**src/hw/rtl/mkced_pkg.sv**
```systemverilog
// Shared types and constants for the multi-key click event detector.
// No dependencies; used by mkced_key, the top level, the checker and the testbench.
`default_nettype none

package mkced_pkg;

	localparam int NUM_KEYS = 4;

	// Field widths
	localparam int FLAG_W = 7;
	localparam int CNT_W  = 16;
	localparam int PER_W  = 4;
	localparam int KEY_W  = 2;
	localparam int CFG_IDX_W = 2;
	localparam int CFG_DAT_W = 16;

	// Event flag bits
	localparam int EV_HOLD_BIT   = 0;
	localparam int EV_DOWN_BIT   = 1;
	localparam int EV_UP_BIT     = 2;
	localparam int EV_SINGLE_BIT = 3;
	localparam int EV_DOUBLE_BIT = 4;
	localparam int EV_LONG_BIT   = 5;
	localparam int EV_REPEAT_BIT = 6;
	localparam logic [FLAG_W-1:0] EV_HOLD_MASK = 7'h01;

	// Configuration register indexes
	localparam logic [CFG_IDX_W-1:0] CFG_LONG   = 2'd0;
	localparam logic [CFG_IDX_W-1:0] CFG_DOUBLE = 2'd1;
	localparam logic [CFG_IDX_W-1:0] CFG_REPEAT = 2'd2;
	localparam logic [CFG_IDX_W-1:0] CFG_PERIOD = 2'd3;

	// Reset values of the configuration registers
	localparam logic [CNT_W-1:0] LONG_RST   = 16'd200;
	localparam logic [CNT_W-1:0] DOUBLE_RST = 16'd20;
	localparam logic [CNT_W-1:0] REPEAT_RST = 16'd10;
	localparam logic [PER_W-1:0] PERIOD_RST = 4'd2;

	// Timing registers seen by every key
	typedef struct packed {
		logic [CNT_W-1:0] long_ticks;
		logic [CNT_W-1:0] double_ticks;
		logic [CNT_W-1:0] repeat_ticks;
	} key_cfg_t;

	// Per-item control from the top level to each key
	typedef struct packed {
		logic              en;
		logic              tick;
		logic              sample;
		logic              check;
		logic [FLAG_W-1:0] mask;
	} key_ctl_t;

endpackage

`default_nettype wire

```
**src/hw/rtl/multi_key_click_event_detector.sv**
```systemverilog
// Four-key click event detector. Takes one item per clock while the input is not stalled. An
// item is held in the input register and then moves to the result register, from which its
// result is presented. The input stalls only while an item waits in the input register behind
// a result that the receiver is stalling. Every key's state is updated in the single cycle an
// item moves from the input register to the result register, so consecutive items see each
// other's effects with no gap. A tick item (func 0) gives hit 0 and key_flags 0; a check item
// (func 1) reports the key's flags before they are cleared. No clearing pass after reset.
`default_nettype none

module multi_key_click_event_detector (
	input  wire logic                                 clk,
	input  wire logic                                 arst_n,
	// configuration write port
	input  wire logic                                 cfg_we,
	input  wire logic [mkced_pkg::CFG_IDX_W-1:0]      cfg_index,
	input  wire logic [mkced_pkg::CFG_DAT_W-1:0]      cfg_data,
	// input channel
	input  wire logic                                 in_valid,
	output logic                                      in_stall,
	input  wire logic                                 func,
	input  wire logic [mkced_pkg::NUM_KEYS-1:0]       pin_levels,
	input  wire logic [mkced_pkg::KEY_W-1:0]          key_index,
	input  wire logic [mkced_pkg::FLAG_W-1:0]         event_mask,
	// output channel
	output logic                                      out_valid,
	input  wire logic                                 out_stall,
	output logic                                      hit,
	output logic [mkced_pkg::FLAG_W-1:0]              key_flags
);

	// Configuration registers
	mkced_pkg::key_cfg_t              cfg_q;
	logic [mkced_pkg::PER_W-1:0]      period_q;

	always_ff @(posedge clk or negedge arst_n) begin
		if (!arst_n) begin
			cfg_q.long_ticks   <= mkced_pkg::LONG_RST;
			cfg_q.double_ticks <= mkced_pkg::DOUBLE_RST;
			cfg_q.repeat_ticks <= mkced_pkg::REPEAT_RST;
			period_q           <= mkced_pkg::PERIOD_RST;
		end else if (cfg_we) begin
			case (cfg_index)
				mkced_pkg::CFG_LONG:   cfg_q.long_ticks   <= cfg_data;
				mkced_pkg::CFG_DOUBLE: cfg_q.double_ticks <= cfg_data;
				mkced_pkg::CFG_REPEAT: cfg_q.repeat_ticks <= cfg_data;
				mkced_pkg::CFG_PERIOD: period_q <= cfg_data[mkced_pkg::PER_W-1:0];
				default: ;
			endcase
		end
	end

	// Input register
	logic                              valid_s1;
	logic                              func_s1;
	logic [mkced_pkg::NUM_KEYS-1:0]    levels_s1;
	logic [mkced_pkg::KEY_W-1:0]       key_s1;
	logic [mkced_pkg::FLAG_W-1:0]      mask_s1;
	logic                              out_valid_q;
	logic                              hit_q;
	logic [mkced_pkg::FLAG_W-1:0]      flags_q;
	logic                              adv;
	logic                              in_acc;

	assign adv      = valid_s1 && (!out_valid_q || !out_stall);
	assign in_stall = valid_s1 && !adv;
	assign in_acc   = in_valid && !in_stall;

	always_ff @(posedge clk or negedge arst_n) begin
		if (!arst_n)
			valid_s1 <= 1'b0;
		else if (in_acc || adv)
			valid_s1 <= in_acc;
	end

	always_ff @(posedge clk) begin
		if (in_acc) begin
			func_s1   <= func;
			levels_s1 <= pin_levels;
			key_s1    <= key_index;
			mask_s1   <= event_mask;
		end
	end

	// Sample divider
	logic [mkced_pkg::PER_W-1:0]  div_q;
	logic [mkced_pkg::PER_W-1:0]  div_inc;
	logic                         do_sample;
	logic                         tick;

	assign tick      = adv && !func_s1;
	assign div_inc   = div_q + 1'b1;
	assign do_sample = (div_inc >= period_q);

	always_ff @(posedge clk or negedge arst_n) begin
		if (!arst_n)
			div_q <= '0;
		else if (tick)
			div_q <= do_sample ? '0 : div_inc;
	end

	// Per-key units
	logic [mkced_pkg::FLAG_W-1:0] key_fl [mkced_pkg::NUM_KEYS];

	for (genvar k = 0; k < mkced_pkg::NUM_KEYS; k++) begin : g_key
		mkced_pkg::key_ctl_t ctl;

		assign ctl.en     = adv;
		assign ctl.tick   = !func_s1;
		assign ctl.sample = do_sample;
		assign ctl.check  = func_s1 && (key_s1 == mkced_pkg::KEY_W'(k));
		assign ctl.mask   = mask_s1;

		mkced_key u_key (
			.clk     (clk),
			.arst_n  (arst_n),
			.ctl     (ctl),
			.cfg     (cfg_q),
			.pressed (!levels_s1[k]),
			.flags   (key_fl[k])
		);
	end

	// Check result for the selected key
	logic [mkced_pkg::FLAG_W-1:0] sel_fl;
	logic                         sel_hit;

	assign sel_fl  = func_s1 ? key_fl[key_s1] : '0;
	assign sel_hit = (sel_fl & mask_s1) != '0;

	// Result register
	always_ff @(posedge clk or negedge arst_n) begin
		if (!arst_n)
			out_valid_q <= 1'b0;
		else if (adv)
			out_valid_q <= 1'b1;
		else if (!out_stall)
			out_valid_q <= 1'b0;
	end

	always_ff @(posedge clk) begin
		if (adv) begin
			hit_q   <= sel_hit;
			flags_q <= sel_fl;
		end
	end

	assign out_valid = out_valid_q;
	assign hit       = hit_q;
	assign key_flags = flags_q;

endmodule

`default_nettype wire

```
**src/hw/rtl/mkced_key.sv**
```systemverilog
// One key: sampled level, press state machine, countdown and event flags.
// Depends on mkced_pkg for flag bits and the control/config structs.
`default_nettype none

module mkced_key (
	input  wire logic                            clk,
	input  wire logic                            arst_n,
	input  wire mkced_pkg::key_ctl_t             ctl,
	input  wire mkced_pkg::key_cfg_t             cfg,
	input  wire logic                            pressed,
	output logic [mkced_pkg::FLAG_W-1:0]         flags
);

	localparam logic [2:0] PH_IDLE    = 3'd0;
	localparam logic [2:0] PH_PRESSED = 3'd1;
	localparam logic [2:0] PH_WAIT    = 3'd2;
	localparam logic [2:0] PH_SECOND  = 3'd3;
	localparam logic [2:0] PH_REPEAT  = 3'd4;

	logic                          down_q;
	logic [2:0]                    phase_q;
	logic [mkced_pkg::CNT_W-1:0]   cnt_q;
	logic [mkced_pkg::FLAG_W-1:0]  flags_q;

	logic                          down_n;
	logic [2:0]                    phase_n;
	logic [mkced_pkg::CNT_W-1:0]   cnt_n;
	logic [mkced_pkg::FLAG_W-1:0]  flags_n;
	logic [mkced_pkg::CNT_W-1:0]   cnt_dec;

	assign cnt_dec = (cnt_q != '0) ? cnt_q - 1'b1 : cnt_q;

	// Next state for one item
	always_comb begin
		down_n  = down_q;
		phase_n = phase_q;
		cnt_n   = cnt_q;
		flags_n = flags_q;
		if (ctl.tick) begin
			cnt_n = cnt_dec;
			if (ctl.sample) begin
				down_n = pressed;
				flags_n[mkced_pkg::EV_HOLD_BIT] = pressed;
				if (pressed && !down_q)
					flags_n[mkced_pkg::EV_DOWN_BIT] = 1'b1;
				if (!pressed && down_q)
					flags_n[mkced_pkg::EV_UP_BIT] = 1'b1;
				case (phase_q)
					PH_PRESSED: begin
						if (!pressed) begin
							cnt_n   = cfg.double_ticks;
							phase_n = PH_WAIT;
						end else if (cnt_dec == '0) begin
							cnt_n   = cfg.repeat_ticks;
							flags_n[mkced_pkg::EV_LONG_BIT] = 1'b1;
							phase_n = PH_REPEAT;
						end
					end
					PH_WAIT: begin
						if (pressed) begin
							flags_n[mkced_pkg::EV_DOUBLE_BIT] = 1'b1;
							phase_n = PH_SECOND;
						end else if (cnt_dec == '0) begin
							flags_n[mkced_pkg::EV_SINGLE_BIT] = 1'b1;
							phase_n = PH_IDLE;
						end
					end
					PH_SECOND: begin
						if (!pressed)
							phase_n = PH_IDLE;
					end
					PH_REPEAT: begin
						if (!pressed) begin
							phase_n = PH_IDLE;
						end else if (cnt_dec == '0) begin
							cnt_n   = cfg.repeat_ticks;
							flags_n[mkced_pkg::EV_REPEAT_BIT] = 1'b1;
						end
					end
					default: begin
						if (pressed) begin
							cnt_n   = cfg.long_ticks;
							phase_n = PH_PRESSED;
						end else begin
							phase_n = PH_IDLE;
						end
					end
				endcase
			end
		end else if (ctl.check) begin
			// Clear the tested flags, except on a hold-only query
			if (((flags_q & ctl.mask) != '0) && (ctl.mask != mkced_pkg::EV_HOLD_MASK))
				flags_n = flags_q & ~ctl.mask;
		end
	end

	// State registers
	always_ff @(posedge clk or negedge arst_n) begin
		if (!arst_n) begin
			down_q  <= 1'b0;
			phase_q <= PH_IDLE;
			cnt_q   <= '0;
			flags_q <= '0;
		end else if (ctl.en) begin
			down_q  <= down_n;
			phase_q <= phase_n;
			cnt_q   <= cnt_n;
			flags_q <= flags_n;
		end
	end

	assign flags = flags_q;

endmodule

`default_nettype wire

```
**config.mk**
```make
export PLATFORM = sky130hd
export DESIGN_NAME = multi_key_click_event_detector
export DESIGN_NICKNAME = d
export VERILOG_FILES = /design/src/hw/rtl/mkced_pkg.sv /design/src/hw/rtl/multi_key_click_event_detector.sv /design/src/hw/rtl/mkced_key.sv
export SDC_FILE = /design/constraint.sdc
export NUM_CORES = 1
export LEC_CHECK = 0
export BUFFER_PORTS_ARGS = -buffer_cell sky130_fd_sc_hd__buf_4
export CORE_MARGIN = 1
export CORE_UTILIZATION = 54
export DETAILED_ROUTE_END_ITERATION = 10
export PLACE_DENSITY_LB_ADDON = 0.05
export SYNTH_ARGS = -nofsm -noshare
export SYNTH_HDL_FRONTEND = slang
export SYNTH_SLANG_ARGS = --single-unit
export TNS_END_PERCENT = 20
```
**constraint.sdc**
```tcl
create_clock -name clk -period 5.28 [get_ports clk]
set_clock_uncertainty 0.2 [all_clocks]
set_input_delay 1.584 -clock clk [delete_from_list [all_inputs] [get_ports clk]]
set_output_delay 1.584 -clock clk [all_outputs]
set_load 0.05 [all_outputs]
```
# [Yosys cells after proc, flatten, opt, wreduce, memory -nomap -nowiden]
# Index checks and enable logic that the tools add are counted.
[op_classes] n_lt_le_gt_ge=2 n_addsub=5 n_reduce_logical=125 n_bitwise=12 n_mux=115 n_eq_ne=48
[op_table] operator="16-bit 2-to-1 mux" count=24
[op_table] operator="16-bit one-hot mux with 3 select lines" count=4
[op_table] operator="7-bit 2-to-1 mux" count=19
[op_table] operator="7-bit AND reduction" count=12
[op_table] operator="16-bit zero test" count=4
[op_table] operator="16-bit nonzero test" count=4
[op_table] operator="16-bit by 1-bit subtractor with 16-bit output (second input constant)" count=4
[op_table] operator="7-bit bitwise AND" count=9
[op_table] operator="3-bit 2-to-1 mux" count=20
[op_table] operator="2-bit nonzero test" count=29
[op_table] operator="6-bit AND reduction" count=8
[op_table] operator="5-bit AND reduction" count=8
[op_table] operator="1-bit 2-to-1 mux" count=38
[op_table] operator="3-bit one-hot mux with 3 select lines" count=4
[op_table] operator="7-bit nonzero test" count=5
[op_table] operator="2-bit by 1-bit != test with 1-bit output (second input constant)" count=13
[op_table] operator="3-bit by 2-bit == test with 1-bit output (second input constant)" count=8
[op_table] operator="3-bit by 2-bit != test with 1-bit output (second input constant)" count=8
[op_table] operator="1-bit logical AND" count=20
[op_table] operator="4-bit AND reduction" count=4
[op_table] operator="2-bit OR reduction" count=8
[op_table] operator="7-bit binary-select mux with 2-bit select" count=1
[op_table] operator="1-bit zero test" count=13
[op_table] operator="3-bit by 1-bit == test with 1-bit output (second input constant)" count=4
[op_table] operator="other kinds (17)" count=36
[totals] output_inout_bits=10 input_bits=37 word_cells=360 register_bits=188

# [Depth between registers and ports, before layout]
[logic_depth] word_depth=8 depth_mapped=13 mapped_depth_nobuf=10

# [Cells and area by module]
# From an unflattened synthesis, not the netlist that was laid out.
[hier_totals] cells_unflattened=1835 hier_area_um2=15647.5
[by_module_without_submodules] mod="mkced_key at g_key[1].u_key ..." area_per_inst_um2=2987.9 cells_per_inst=396 instances=2
[by_module_without_submodules] mod="mkced_key at g_key[3].u_key" area_per_inst_um2=3325.7 cells_per_inst=443 instances=1
[by_module_without_submodules] mod="multi_key_click_event_detector" area_per_inst_um2=3323.2 cells_per_inst=205 instances=1
[by_module_without_submodules] mod="mkced_key at g_key[0].u_key" area_per_inst_um2=3022.9 cells_per_inst=395 instances=1

# [Worst setup path after synthesis]
# OpenSTA, ideal clock, no wires.
[synth_path] path_type="input to register" from="input out_stall" to="register g_key[0].u_key.phase_q[1]" stages=8 required_time_ns=4.957 slack_ns=1.158 arrival_time_ns=3.798 setup_ns=0.123 path_buffers=2 cell_sequence="a21boi_0 -> nand2_1 -> clkbuf_1 -> nor2_1 -> clkbuf_1 -> nor2_1 -> a211oi_1 -> nand2_1"
[synth_via] elab_chain_len=4
[synth_lines] element="start, declared" line_no="multi_key_click_event_detector.sv:26" text="input wire logic out_stall,"
[synth_lines] element="1-bit zero test"
[synth_lines] element="1-bit logical OR" line_no="multi_key_click_event_detector.sv:64" text="assign adv = valid_s1 && (!out_valid_q || !out_stall);"
[synth_lines] element="1-bit logical AND" line_no="multi_key_click_event_detector.sv:64"
[synth_lines] element="6-bit AND reduction (no line)"
[synth_lines] element="end signal, assigned" line_no="mkced_key.sv:106" text="phase_q <= phase_n;"
[synth_lines] element="end, declared" line_no="mkced_key.sv:21" text="logic [2:0] phase_q;"
# No other way between the ends.
# A chain may end at the register's enable or synchronous reset.

# [Worst setup path after layout]
[layout_path] from="register g_key[2].u_key.cnt_q[0] in the netlist's numbering" to="register g_key[2].u_key.flags_q (netlist bit g_key[2].u_key.flags[6])"
[layout_via] elab_chain_len=5
[layout_lines] element="start, declared" line_no="mkced_key.sv:22" text="logic [mkced_pkg::CNT_W-1:0] cnt_q;"
[layout_lines] element="start signal, assigned" line_no="mkced_key.sv:107" text="cnt_q <= cnt_n;"
[layout_lines] element="16-bit by 1-bit subtractor with 16-bit output / 16-bit nonzero test (equally long branches)" line_no="mkced_key.sv:31" text="assign cnt_dec = (cnt_q != '0) ? cnt_q - 1'b1 : cnt_q;"
[layout_lines] element="16-bit 2-to-1 mux *" line_no="mkced_key.sv:31"
[layout_lines] element="16-bit zero test *" line_no="mkced_key.sv:75" text="end else if (cnt_dec == '0) begin"
[layout_lines] element="2-bit nonzero test (no line) *"
[layout_lines] element="7-bit AND reduction (no line) *"
[layout_lines] element="end signal, assigned" line_no="mkced_key.sv:108" text="flags_q <= flags_n;"
[layout_lines] element="end, declared" line_no="mkced_key.sv:23" text="logic [mkced_pkg::FLAG_W-1:0] flags_q;"
# Mark *: on every way between the ends. The rest lies on a longest branch, timed or not.

==> impl_metrics.yaml <==
cts:
  insertion_delay_ns: 0.46
  cts_tree: "built"
  numClockSinks: 188
  root_buffer: "clkbuf_16"
  cts_setup_buffers: 0
  cts_resized: 0
  htree_num_levels: 4
  cts_hold_buf: 0
  path_clk_slew_ns: 0.08
  clk_path_buf_depth: 2
  cts_buffers: 17
yosys:
  synth-edff-count: 22
  yosys_warnings: 0
  syn_nets: 1776
  async_flop_share: 0.883
  seq_area_frac_synth: 0.336
  syn_area_um2: 14400
  synth_cell_types: 95
  yosys_most_used_dff: "dfrtp_1"
  yosys_register_bits: 188
  synth_cells: 1726
  syn_area_per_cell_um2: 8.32
cells_and_area:
  antennaDiodeCount: 0
  fin_nets: 1732
  instances_no_fill: 2030
  syn_to_final_growth_pct: 7.58
  final_cell_mix: "175 x a21oi_1, 158 x dfrtp_1, 149 x nand2_1, 148 x o21ai_0, 123 x nor2_1"
  layout-drive-gt1-share: 0.147
  final_core_util: 0.593
  fillers: 2405
  layout_commonest_cell: "a21oi_1"
worst_hold_path:
  hold_class: "reg2reg"
  hold_depth: 1
grt:
  grt_overflow: 0
  antenna_found_initial: 2
  grt_pass1_wl_um: 84200
  grt_pass1_vias: 13514
  grt_max_degree: 75
  track_usage: 0.420
worst_setup_path:
  worstPathRequired_ns: 5.43
  end_kind: "flip-flop"
  r2r_cells: 9
  crit_arrival_ns: 4.15
  path_class: "reg2reg"
  cp-start-kind: "flip-flop"
  crit_fanout: 19
drt:
  drcViolationCount: 0
  drt-pass1-iter-count: 7
  post_drt_wl_per_cell_um: 28.0
  routed_via_density: 7.32
  wl_um: 56900
  dr_total_vias: 14867
  drt.antenna.violating_nets: 0
  dr.first_iter.drc_count: 1915
timing:
  worst_slack_ns: 1.28
  min_period_ns: 4.00
  hold_violations: 0
  finalMaxSlewViolations: 0
  tns_ns: 0
  period_share: 0.758
  rsz0062_at_grt: "no"
  setup_viol: 0
  worst_pin_slew_ns: 1.22
  relSlewSlack: 0.182
  timing.fmax_ghz: 0.250
power_and_ir_drop:
  power.density_nw_per_um2: 468
  internal_power_w: 0.00360
  sw_frac_of_total: 0.502
  leakage_nw: 5.67
  pwr-share-comb: 0.411
  switchingPower_w: 0.00362
  power_w: 0.00722
  clock_power_share: 0.188
  seqPwrFrac: 0.401
  ir_drop_uv: 303
floorplan:
  die-area_um2: 27300
  rows: 59
  die_x_um: 165
  num_io_pins: 47
  core_um2: 26100
  start_util: 0.551
  die_h_um: 165
place:
  dp_cells: 1998
  port_buffers: 46
  place_congestion: 0.955
  place_ws_ns: 1.24
  dp_hpwl_um: 37900
run:
  max_cap_viol_count: 0
run_status:
  status: "finished, final reports clean"
registers in the layout, indices dropped and copies added (netlist names), 2 cells and up:
signal,flops
g_key.u_key.cnt_q,64
cfg_q,48
g_key.u_key.flags,28
g_key.u_key.phase_q,12
key_flags,7
mask_s1,7
div_q,4
g_key.u_key.down_q,4
levels_s1,4
period_q,4
key_s1,2
final timing paths:
kind | from | endpoint | slack (ns)
min reg2reg | valid_s1 | out_valid | 0.28
max | g_key[2].u_key.cnt_q[0] | g_key[2].u_key.flags[6] | 1.28
max in group asynchronous | arst_n | g_key[2].u_key.flags[5] | 2.95
max reg2reg | g_key[2].u_key.cnt_q[0] | g_key[2].u_key.flags[6] | 1.28
min | valid_s1 | out_valid | 0.28
min in group asynchronous | arst_n | g_key[0].u_key.cnt_q[5] | 0.94
power by group through the flow:
stage               combinational [W]  sequential, W  clock [W]
floorplan                     0.00229        0.00225          0
global placement              0.00284        0.00284          0
detailed placement            0.00287        0.00285          0
CTS                           0.00288        0.00283    0.00136
global route                  0.00320        0.00292    0.00142
finish                        0.00297        0.00290    0.00136
cell families (layout without fill, tap and decap cells):
group	Yosys count	after routing	share of synthesized area
AND/OR/NAND/NOR	618	618	0.238
flip-flops	188	188	0.336
XOR/XNOR	30	30	0.0183
adder cells (fa/ha/maj)	13	13	0.0113
AO/OA/AOI/OAI	627	627	0.283
buffers and inverters	175	144	0.0498
multiplexers	75	75	0.0633
synth_stat cells (all sizes together) (15+ instances only):
master | number | area [um^2]
or4 | 18 | 150
a31oi | 30 | 188
a221o | 30 | 300
a211oi | 17 | 143
xor2 | 16 | 140
a22oi | 19 | 143
dfrtp | 158 | 3950
o22ai | 26 | 163
edfxtp | 22 | 661
o21ai | 160 | 801
inv | 32 | 120
a221oi | 18 | 158
nand4 | 53 | 338
nand2 | 151 | 567
nor3b | 15 | 123
clkbuf | 119 | 449
a21oi | 176 | 881
nand3 | 59 | 300
buf | 24 | 146
nor2 | 124 | 465
or3 | 16 | 100
nand2b | 24 | 150
nor3 | 42 | 215
o31ai | 18 | 135
nor4 | 42 | 423
mux2 | 56 | 631
metrics by stage:
step	hold slack (ns)	instance area (um^2)
CTS	0.288	15400
global placement	0.262	14800
global route	0.319	15400
finish	0.283	15400
detailed placement	0.272	14800
floorplan	0.243	14400
area by class of cell:
cell class / instances / area, um^2 / share of cell area
clock buffer: 17 / 425 / 0.0275
sequential: 188 / 4820 / 0.312
inverter: 32 / 120 / 0.00777
clock inverter: 15 / 195 / 0.0126
tap: 335 / 419 / 0.0271
timing repair buffer: 80 / 617 / 0.0399
multi-input combinational: 1363 / 8850 / 0.573
metal layers:
layer  global-route usage  routed length [um]  up-vias
met5                    0                  23        -
met4                0.271                3850        4
met3               0.0947                6880      206
met2                0.603               24200      975
met1                0.568               21900     7157
li1                     -                   -     6525
critical path: stages, from the launching register on:
cell,delay (ns)
dfrtp_1,0.43
inv_1,0.17
ha_1,0.17
nor4b_4,0.40
nand4_2,0.32
a21oi_1,0.41
o2111ai_1,0.24
nor4_4,1.00
nand3_2,0.26
o31ai_1,0.30
(Power assumes the default switching activity.)
